File: config.mk
export PLATFORM = sky130hd
export DESIGN_NAME = guard_record_frame_packer_unit
export DESIGN_NICKNAME = d
export VERILOG_FILES = /design/src/design/grfp_pkg.sv /design/src/design/grfp_front.sv /design/src/design/grfp_queue.sv /design/src/design/grfp_back.sv /design/src/design/guard_record_frame_packer_unit.sv
export SDC_FILE = /design/constraint.sdc
export NUM_CORES = 1
export LEC_CHECK = 0
export BUFFER_PORTS_ARGS = -buffer_cell sky130_fd_sc_hd__buf_2
export CAP_MARGIN = 25
export CORE_ASPECT_RATIO = 1.75
export CORE_MARGIN = 4
export CORE_UTILIZATION = 45
export CTS_CLUSTER_DIAMETER = 60
export DETAILED_ROUTE_END_ITERATION = 16
export GPL_ROUTABILITY_DRIVEN = 0
export GPL_TIMING_DRIVEN = 1
export MAX_ROUTING_LAYER = met4
export SYNTH_ARGS = -nofsm -noshare
export SYNTH_HDL_FRONTEND = slang
export SYNTH_HIERARCHICAL = 1
export SYNTH_SLANG_ARGS = --single-unit
File: constraint.sdc
create_clock -name aclk -period 23.4 [get_ports aclk]
set_input_delay 4.68 -clock aclk [delete_from_list [all_inputs] [get_ports aclk]]
set_output_delay 4.68 -clock aclk [all_outputs]
set_load 0.05 [all_outputs]
File: src/design/grfp_pkg.sv
// Shared types, constants and the CRC byte fold for the guard record frame packer.
// No dependencies; every other design file imports this package.
package grfp_pkg;

    localparam int MAX_ROWS_DEF = 16;

    localparam int HDR_BYTES = 4;
    localparam int REC_BYTES = 24;
    localparam int REC_BITS  = REC_BYTES * 8;
    localparam int IDX_W     = $clog2(REC_BYTES);
    localparam int SIZE_W    = 13;                 // 4 + 24 * 255 fits
    localparam int OFF_W     = 9;
    localparam int CFG_IDX_W = 2;
    localparam int CFG_DATA_W = 10;

    localparam logic [15:0] CRC_INIT = 16'hFFFF;
    localparam logic [15:0] CRC_POLY = 16'h1021;
    localparam logic [15:0] CRC_MSB  = 16'h8000;

    localparam logic [1:0] STAT_OK       = 2'd0;
    localparam logic [1:0] STAT_COUNT    = 2'd1;
    localparam logic [1:0] STAT_CAPACITY = 2'd2;
    localparam logic [1:0] STAT_MISMATCH = 2'd3;

    localparam logic [CFG_IDX_W-1:0] CFG_ROW_COUNT = 2'd0;
    localparam logic [CFG_IDX_W-1:0] CFG_FORMAT_ID = 2'd1;
    localparam logic [CFG_IDX_W-1:0] CFG_CAPACITY  = 2'd2;

    localparam logic REQ_APPEND = 1'b0;
    localparam logic REQ_CLOSE  = 1'b1;

    typedef enum logic [1:0] {
        CMD_ERROR,
        CMD_ROW,
        CMD_HEADER
    } cmd_kind_t;

    typedef struct packed {
        logic        req_type;
        logic [63:0] key_low;
        logic [15:0] key_high;
        logic [7:0]  action_code;
        logic        lockout_flag;
        logic [15:0] cooldown_seconds;
        logic [7:0]  hourly_cap;
        logic [7:0]  window_fired;
        logic [31:0] window_start_time;
        logic [31:0] last_fire_time;
    } in_item_t;

    typedef struct packed {
        logic [8:0] byte_offset;
        logic [7:0] byte_value;
        logic [1:0] status;
        logic       last_of_run;
    } out_item_t;

    typedef struct packed {
        logic [7:0] row_count;
        logic [7:0] format_id;
        logic [9:0] buffer_capacity;
    } cfg_t;

    // One classified request: what the back end has to emit.
    typedef struct packed {
        cmd_kind_t           kind;
        logic                start;    // frame opens here: seed CRC with count byte
        logic [1:0]          status;
        logic [OFF_W-1:0]    base;
        logic [REC_BITS-1:0] record;   // byte i in bits 8i+7:8i
    } cmd_t;

    function automatic logic [15:0] crc_fold(input logic [15:0] c_in, input logic [7:0] b);
        logic [15:0] c;
        c = c_in ^ {b, 8'h00};
        for (int k = 0; k < 8; k++) begin
            if ((c & CRC_MSB) != 16'h0000) begin
                c = {c[14:0], 1'b0} ^ CRC_POLY;
            end else begin
                c = {c[14:0], 1'b0};
            end
        end
        return c;
    endfunction

endpackage

File: src/design/grfp_front.sv
// Front end: accepts requests, checks limits and row bookkeeping, builds commands.
// Depends on grfp_pkg.
module grfp_front
    import grfp_pkg::*;
#(
    parameter int MAX_ROWS = MAX_ROWS_DEF
) (
    input  logic     aclk,
    input  logic     aresetn,
    input  cfg_t     cfg,
    input  logic     cfg_clear,
    input  logic     s_valid,
    output logic     s_ready,
    input  in_item_t s_payload,
    output logic     push,
    input  logic     push_ready,
    output cmd_t     push_cmd
);

    logic [7:0]        rows_written_reg, rows_written_next;
    logic              started_reg, started_next;
    logic [SIZE_W-1:0] frame_size;
    logic [SIZE_W-1:0] base_full;
    logic              accept;

    assign s_ready = push_ready;
    assign accept  = s_valid && push_ready;
    assign push    = accept;

    assign frame_size = SIZE_W'(HDR_BYTES) + SIZE_W'(cfg.row_count) * SIZE_W'(REC_BYTES);
    assign base_full  = SIZE_W'(HDR_BYTES) + SIZE_W'(rows_written_reg) * SIZE_W'(REC_BYTES);

    always_comb begin
        push_cmd.kind   = CMD_ERROR;
        push_cmd.start  = !started_reg;
        push_cmd.status = STAT_OK;
        push_cmd.base   = base_full[OFF_W-1:0];
        push_cmd.record = {s_payload.last_fire_time, s_payload.window_start_time,
                           s_payload.window_fired, s_payload.hourly_cap,
                           s_payload.cooldown_seconds, 7'd0, s_payload.lockout_flag,
                           s_payload.action_code, s_payload.key_high, s_payload.key_low};
        rows_written_next = rows_written_reg;
        started_next      = started_reg;

        if (cfg.row_count > 8'(MAX_ROWS)) begin
            push_cmd.status = STAT_COUNT;
        end else if (frame_size > SIZE_W'(cfg.buffer_capacity)) begin
            push_cmd.status = STAT_CAPACITY;
        end else if (s_payload.req_type == REQ_CLOSE) begin
            if (rows_written_reg != cfg.row_count) begin
                push_cmd.status = STAT_MISMATCH;
            end else begin
                push_cmd.kind = CMD_HEADER;
                if (accept) begin
                    rows_written_next = 8'd0;
                    started_next      = 1'b0;
                end
            end
        end else if (rows_written_reg >= cfg.row_count) begin
            push_cmd.status = STAT_MISMATCH;
        end else begin
            push_cmd.kind = CMD_ROW;
            if (accept) begin
                rows_written_next = rows_written_reg + 8'd1;
                started_next      = 1'b1;
            end
        end

        if (cfg_clear) begin
            rows_written_next = 8'd0;
            started_next      = 1'b0;
        end
    end

    always_ff @(posedge aclk) begin
        if (!aresetn) begin
            rows_written_reg <= 8'd0;
            started_reg      <= 1'b0;
        end else begin
            rows_written_reg <= rows_written_next;
            started_reg      <= started_next;
        end
    end

endmodule

File: src/design/grfp_queue.sv
// Two-entry command queue between front and back end.
// Depends on grfp_pkg for the command type.
module grfp_queue
    import grfp_pkg::*;
(
    input  logic aclk,
    input  logic aresetn,
    input  logic push,
    output logic push_ready,
    input  cmd_t push_cmd,
    input  logic pop,
    output logic pop_valid,
    output cmd_t pop_cmd
);

    cmd_t       entry_reg [2];
    logic       wr_ptr_reg, wr_ptr_next;
    logic       rd_ptr_reg, rd_ptr_next;
    logic [1:0] count_reg, count_next;

    assign push_ready = (count_reg != 2'd2);
    assign pop_valid  = (count_reg != 2'd0);
    assign pop_cmd    = entry_reg[rd_ptr_reg];

    always_comb begin
        wr_ptr_next = push ? !wr_ptr_reg : wr_ptr_reg;
        rd_ptr_next = pop  ? !rd_ptr_reg : rd_ptr_reg;
        count_next  = count_reg + {1'b0, push} - {1'b0, pop};
    end

    always_ff @(posedge aclk) begin
        if (push) begin
            entry_reg[wr_ptr_reg] <= push_cmd;
        end
    end

    always_ff @(posedge aclk) begin
        if (!aresetn) begin
            wr_ptr_reg <= 1'b0;
            rd_ptr_reg <= 1'b0;
            count_reg  <= 2'd0;
        end else begin
            wr_ptr_reg <= wr_ptr_next;
            rd_ptr_reg <= rd_ptr_next;
            count_reg  <= count_next;
        end
    end

endmodule

File: src/design/grfp_back.sv
// Back end: serializes a command to bytes, one per unstalled cycle, and runs the CRC.
// Depends on grfp_pkg.
module grfp_back
    import grfp_pkg::*;
(
    input  logic      aclk,
    input  logic      aresetn,
    input  cfg_t      cfg,
    input  logic      pop_valid,
    input  cmd_t      pop_cmd,
    output logic      pop,
    output logic      m_valid,
    input  logic      m_ready,
    output out_item_t m_payload
);

    cmd_t             cmd_reg;
    logic             busy_reg, busy_next;
    logic [IDX_W-1:0] idx_reg, idx_next;
    logic [15:0]      crc_reg;
    logic [15:0]      seed_reg;
    logic             m_valid_reg;
    out_item_t        m_data_reg;

    logic             produce;
    logic             last_byte;
    logic [IDX_W-1:0] last_idx;
    logic [15:0]      crc_cur;
    logic [7:0]       rec_byte;
    out_item_t        out_next;

    assign m_valid   = m_valid_reg;
    assign m_payload = m_data_reg;

    assign produce   = busy_reg && (!m_valid_reg || m_ready);
    assign last_byte = (idx_reg == last_idx);
    assign pop       = pop_valid && (!busy_reg || (produce && last_byte));
    assign rec_byte  = cmd_reg.record[{idx_reg, 3'b000} +: 8];
    // The first record byte of a frame, or a header that opens one, starts from the seed.
    assign crc_cur   = (cmd_reg.start && (cmd_reg.kind == CMD_HEADER || idx_reg == '0))
                       ? seed_reg : crc_reg;

    always_comb begin
        out_next.byte_offset = '0;
        out_next.byte_value  = '0;
        out_next.status      = cmd_reg.status;
        out_next.last_of_run = last_byte;
        case (cmd_reg.kind)
            CMD_ROW: begin
                last_idx             = IDX_W'(REC_BYTES - 1);
                out_next.byte_offset = cmd_reg.base + OFF_W'(idx_reg);
                out_next.byte_value  = rec_byte;
            end
            CMD_HEADER: begin
                last_idx             = IDX_W'(HDR_BYTES - 1);
                out_next.byte_offset = OFF_W'(idx_reg);
                case (idx_reg[1:0])
                    2'd0:    out_next.byte_value = cfg.format_id;
                    2'd1:    out_next.byte_value = cfg.row_count;
                    2'd2:    out_next.byte_value = crc_cur[7:0];
                    default: out_next.byte_value = crc_cur[15:8];
                endcase
            end
            default: begin
                last_idx = '0;
            end
        endcase
    end

    always_comb begin
        busy_next = busy_reg;
        idx_next  = idx_reg;
        if (pop) begin
            busy_next = 1'b1;
            idx_next  = '0;
        end else if (produce) begin
            busy_next = !last_byte;
            idx_next  = idx_reg + IDX_W'(1);
        end
    end

    // Seed holds the count byte; user changes row_count only while idle (not enforced).
    always_ff @(posedge aclk) begin
        seed_reg <= crc_fold(CRC_INIT, cfg.row_count);
        if (pop) begin
            cmd_reg <= pop_cmd;
        end
        if (produce && cmd_reg.kind == CMD_ROW) begin
            crc_reg <= crc_fold(crc_cur, rec_byte);
        end
        if (produce) begin
            m_data_reg <= out_next;
        end
    end

    always_ff @(posedge aclk) begin
        if (!aresetn) begin
            busy_reg    <= 1'b0;
            idx_reg     <= '0;
            m_valid_reg <= 1'b0;
        end else begin
            busy_reg <= busy_next;
            idx_reg  <= idx_next;
            if (produce) begin
                m_valid_reg <= 1'b1;
            end else if (m_ready) begin
                m_valid_reg <= 1'b0;
            end
        end
    end

endmodule

File: src/design/guard_record_frame_packer_unit.sv
// Guard record frame packer, top level: configuration registers, front end, queue, back end.
// Depends on grfp_pkg, grfp_front, grfp_queue and grfp_back.
//
// Usage:
//   s_valid/s_ready/s_payload carry requests: an append turns one guard row into
//   24 record bytes, a close emits the 4 header bytes (format, count, CRC low,
//   CRC high). A request that fails a check (count over limit, over capacity,
//   extra row, early close) gives one status result with offset and value zero.
//   m_valid/m_ready/m_payload carry one frame byte per transfer, tagged with its
//   offset; last_of_run marks the final transfer of a request.
//   cfg_wr_en/cfg_index/cfg_wr_data write row_count (0), format_id (1) and
//   buffer_capacity (2) while the block is idle; writing row_count drops any
//   frame in progress.
// Timing:
//   The first result of a request passes through the command queue, the back
//   end's command register and the output register. The back end emits one
//   byte per cycle while m_ready allows, so an append gives 24 bytes, a close 4
//   and an error 1; a two-entry command queue lets the front keep taking requests
//   meanwhile. The CRC advances one byte per unstalled cycle in the back end.
// Reset (aresetn low, synchronous): clears the queue, output valid, row
//   bookkeeping and configuration (row_count 0, format_id 0, capacity 388).
// Stall: when m_ready is low the output byte holds, the back end pauses, the
//   queue fills and s_ready drops.
module guard_record_frame_packer_unit
    import grfp_pkg::*;
#(
    parameter int MAX_ROWS = MAX_ROWS_DEF
) (
    input  logic                  aclk,
    input  logic                  aresetn,
    input  logic                  cfg_wr_en,
    input  logic [CFG_IDX_W-1:0]  cfg_index,
    input  logic [CFG_DATA_W-1:0] cfg_wr_data,
    input  logic                  s_valid,
    output logic                  s_ready,
    input  in_item_t              s_payload,
    output logic                  m_valid,
    input  logic                  m_ready,
    output out_item_t             m_payload
);

    cfg_t cfg_reg, cfg_next;
    logic cfg_clear;
    logic push, push_ready, pop, pop_valid;
    cmd_t push_cmd, pop_cmd;

    // Writing row_count restarts the frame bookkeeping.
    assign cfg_clear = cfg_wr_en && (cfg_index == CFG_ROW_COUNT);

    always_comb begin
        cfg_next = cfg_reg;
        if (cfg_wr_en) begin
            case (cfg_index)
                CFG_ROW_COUNT: cfg_next.row_count       = cfg_wr_data[7:0];
                CFG_FORMAT_ID: cfg_next.format_id       = cfg_wr_data[7:0];
                CFG_CAPACITY:  cfg_next.buffer_capacity = cfg_wr_data;
                default:       cfg_next = cfg_reg;   // unmapped index: drop the write
            endcase
        end
    end

    always_ff @(posedge aclk) begin
        if (!aresetn) begin
            cfg_reg.row_count       <= 8'd0;
            cfg_reg.format_id       <= 8'd0;
            cfg_reg.buffer_capacity <= 10'd388;
        end else begin
            cfg_reg <= cfg_next;
        end
    end

    // Classify each request and book rows.
    grfp_front #(
        .MAX_ROWS(MAX_ROWS)
    ) u_front (
        .aclk      (aclk),
        .aresetn   (aresetn),
        .cfg       (cfg_reg),
        .cfg_clear (cfg_clear),
        .s_valid   (s_valid),
        .s_ready   (s_ready),
        .s_payload (s_payload),
        .push      (push),
        .push_ready(push_ready),
        .push_cmd  (push_cmd)
    );

    // Decouple classification from byte emission.
    grfp_queue u_queue (
        .aclk      (aclk),
        .aresetn   (aresetn),
        .push      (push),
        .push_ready(push_ready),
        .push_cmd  (push_cmd),
        .pop       (pop),
        .pop_valid (pop_valid),
        .pop_cmd   (pop_cmd)
    );

    // Emit bytes and advance the CRC.
    grfp_back u_back (
        .aclk     (aclk),
        .aresetn  (aresetn),
        .cfg      (cfg_reg),
        .pop_valid(pop_valid),
        .pop_cmd  (pop_cmd),
        .pop      (pop),
        .m_valid  (m_valid),
        .m_ready  (m_ready),
        .m_payload(m_payload)
    );

endmodule

==> flow_summary.json <==
{
  "final-max-slew-violation-count": 0,
  "hpwl_microns": 40700,
  "finalHoldViolCount": 0,
  "clk_path_buf_depth": 3,
  "worstMarginPinSlew_ns": 1.07,
  "intPower_uw": 2830,
  "clockRootBuffer": "clkbuf_16",
  "arrival_ns": 6.86,
  "design_area_sq_mm": 0.0334,
  "synth_top_cell_area_share": 0.642,
  "nets": 2062,
  "yosys_most_used_dff": "edfxtp_1",
  "ios": 225,
  "postLayoutCoreUtil": 0.495,
  "fillers": 5716,
  "first_global_vias": 15100,
  "drive_above_1_share": 0.329,
  "synth-compound-area-share": 0.0327,
  "insertion_delay_ns": 0.61,
  "antenna_left": 0,
  "drtPass1Iterations": 5,
  "largest_register_ffs": 412,
  "clkPwrFrac": 0.278,
  "coreArea_sq_mm": 0.0675,
  "finClkSkew_ns": 0.0225,
  "die_width_microns": 205,
  "globalRouteTotalUtil": 0.170,
  "die_h_microns": 353,
  "ys_seq_area_frac": 0.682,
  "netlist_area_sq_mm": 0.0306,
  "syn_to_final_growth_pct": 9.07,
  "grt_pass1_wl_microns": 89900,
  "drt_iter0_drc": 654,
  "routed_via_density": 5.09,
  "post_dp_cell_area_sq_mm": 0.0311,
  "switchingPower_uw": 1080,
  "cts_made_buffers": 66,
  "path_clk_slew_ns": 0.07,
  "syn_area_per_cell_sq_um": 17.5,
  "p_sw_frac": 0.276,
  "synthDistinctLibCells": 78,
  "synth_top_family_by_area": "multiplexers",
  "grt_start_max_net_pins": 153,
  "h-tree-depth": 3,
  "muxShareOfSynthArea": 0.144,
  "start_kind": "input pin",
  "multi_input_area_sq_mm": 0.00763,
  "grt_setup_unrepaired": "false",
  "synthArstFlopShare": 0,
  "port_buffers": 224,
  "setup_tns_ns": 0,
  "fin_crit_ns": 6.66,
  "post_cts_resized": 0,
  "leakagePower_uw": 0.0120,
  "cellPowerDensity_mw_per_mm2": 117,
  "wirelength_microns": 60400,
  "seqPwrFrac": 0.486,
  "synthTopCellsByArea": "edfxtp_1, mux2_4, buf_4",
  "synth_xor_area_frac": 0.0198,
  "die_area_sq_mm": 0.0724,
  "num_vias": 14100,
  "yosys.area_share.simple": 0.0293,
  "cp_max_fo": 152,
  "cts_tree": "built",
  "drv_cap": 0,
  "post-route-period-util": 0.284,
  "cts_hold_buffers": 0,
  "antenna_found_initial": 12,
  "synth-edff-count": 654,
  "combPwrFrac": 0.236,
  "setup_viol": 0,
  "routedWlPerCell_microns": 21.8,
  "finalPower_uw": 3910,
  "hold_class": "reg -> reg",
  "yosysWarnings": 6,
  "outcome": "completed",
  "rows": 126,
  "start_util": 0.453,
  "relSlewSlack": 0.287,
  "cp-end-kind": "flop",
  "fmax_ghz": 0.150,
  "ir_drop_mv": 0.0709,
  "synthAdderAreaFrac": 0.0212,
  "yosysTopAreaCell": "edfxtp_1",
  "required_ns": 23.61,
  "numClockSinks": 716,
  "ys_seq_elements": 716,
  "regArea_sq_mm": 0.0209,
  "overflow": 0,
  "path_class": "in -> reg",
  "netlist_instances": 1751,
  "cts_setup_buffers": 0,
  "drc_errors": 0
}
## final cells by class
cell class	count	area share
Sequential cell	716	0.626
Multi-Input combinational cell	734	0.229
Clock buffer	83	0.0536
Timing Repair Buffer	243	0.0398
Tap cell	896	0.0336
Clock inverter	35	0.0122
Inverter	48	0.00540
Antenna cell	10	0.000750
## synthesized netlist by cell type, types with 17 or more instances
library cell  count
a22oi_1          23
buf_6            24
ha_1             47
buf_4           202
mux2_4          140
inv_1            48
a21oi_1          29
mux2_2           66
mux2i_1          75
xor2_1           22
dfxtp_1          62
buf_2            17
mux4_2           32
edfxtp_1        654
nor2_1           23
nand2_1          67
o21ai_0          32
## layer usage
metal  wire length [microns]  global-route usage  vias up
li1                        -                   -     6549
met1                   22700               0.190     7052
met2                   32700               0.302      374
met3                    3260              0.0358       91
met4                    1680              0.0562        0
met5                       0                   -        -
## logic make-up after synthesis
logic type / Yosys count
flip-flops: 716
multiplexers: 318
buffers and inverters: 309
AND/OR/NAND/NOR: 166
AO/OA/AOI/OAI: 141
adder cells (fa/ha/maj): 50
XOR/XNOR: 49
other: 2
## metrics by stage
step,std cells,worst slack [ns],hold WS (ns)
6_report,2765,16.74,0.446
3_3_place_gp,2634,15.84,0.425
5_1_grt,2765,16.62,0.473
3_5_place_dp,2635,16.00,0.433
2_1_floorplan,1759,7.91,0.400
4_1_cts,2753,16.66,0.456
## worst max-delay path, cell delays in order
cell,delay (ns)
buf_2,0.08
nand2_1,0.14
inv_1,0.19
nor2b_4,0.16
buf_4,0.61
buf_12,0.58
## power groups by stage
| stage | Sequential, uW | Combinational [uW] | Clock, uW |
|---|---|---|---|
| 5_1_grt | 1930 | 992 | 1180 |
| 3_5_place_dp | 1930 | 945 | 0 |
| 4_1_cts | 1910 | 946 | 1120 |
| 6_report | 1900 | 921 | 1090 |
| 3_3_place_gp | 1920 | 924 | 0 |
| 2_1_floorplan | 2010 | 697 | 0 |
## placed cells by master, fill, tap and decap left out, types with 5 or more instances in the layout
cell type    n
a21o_1       5
a21oi_1     29
a221oi_1     8
a22oi_1     23
a32o_1       8
and2_1       6
buf_2      224
buf_4       15
bufinv_16    7
clkbuf_1    12
clkbuf_16   68
clkinv_1     8
clkinv_2     7
conb_1      10
dfxtp_1     59
diode_2     10
edfxtp_1   654
ha_1        47
inv_1       48
mux2_2      66
mux2_4     140
mux2i_1     75
mux4_2      32
nand2_1     67
nand2b_1     7
nand3_1      7
nor2_1      22
nor2b_1      9
o21ai_0     32
or4_1        6
xnor2_1     12
xnor3_1      8
xor2_1      22
xor2_2       5
## worst paths after layout
| kind | startpoint | to | slack [ns] | cells after the start |
|---|---|---|---|---|
| max | s_valid | u_queue/entry_reg[0][197] | 16.74 | 6 |
| min | u_back/cmd_reg[201] | u_back/m_payload[1] | 0.45 | 0 |
| max reg2reg | cfg_reg[18] | u_front/rows_written_reg[4] | 19.07 | 13 |
| min reg2reg | u_back/cmd_reg[201] | u_back/m_payload[1] | 0.45 | 0 |
No activity file was read; power rests on OpenSTA's default activity.
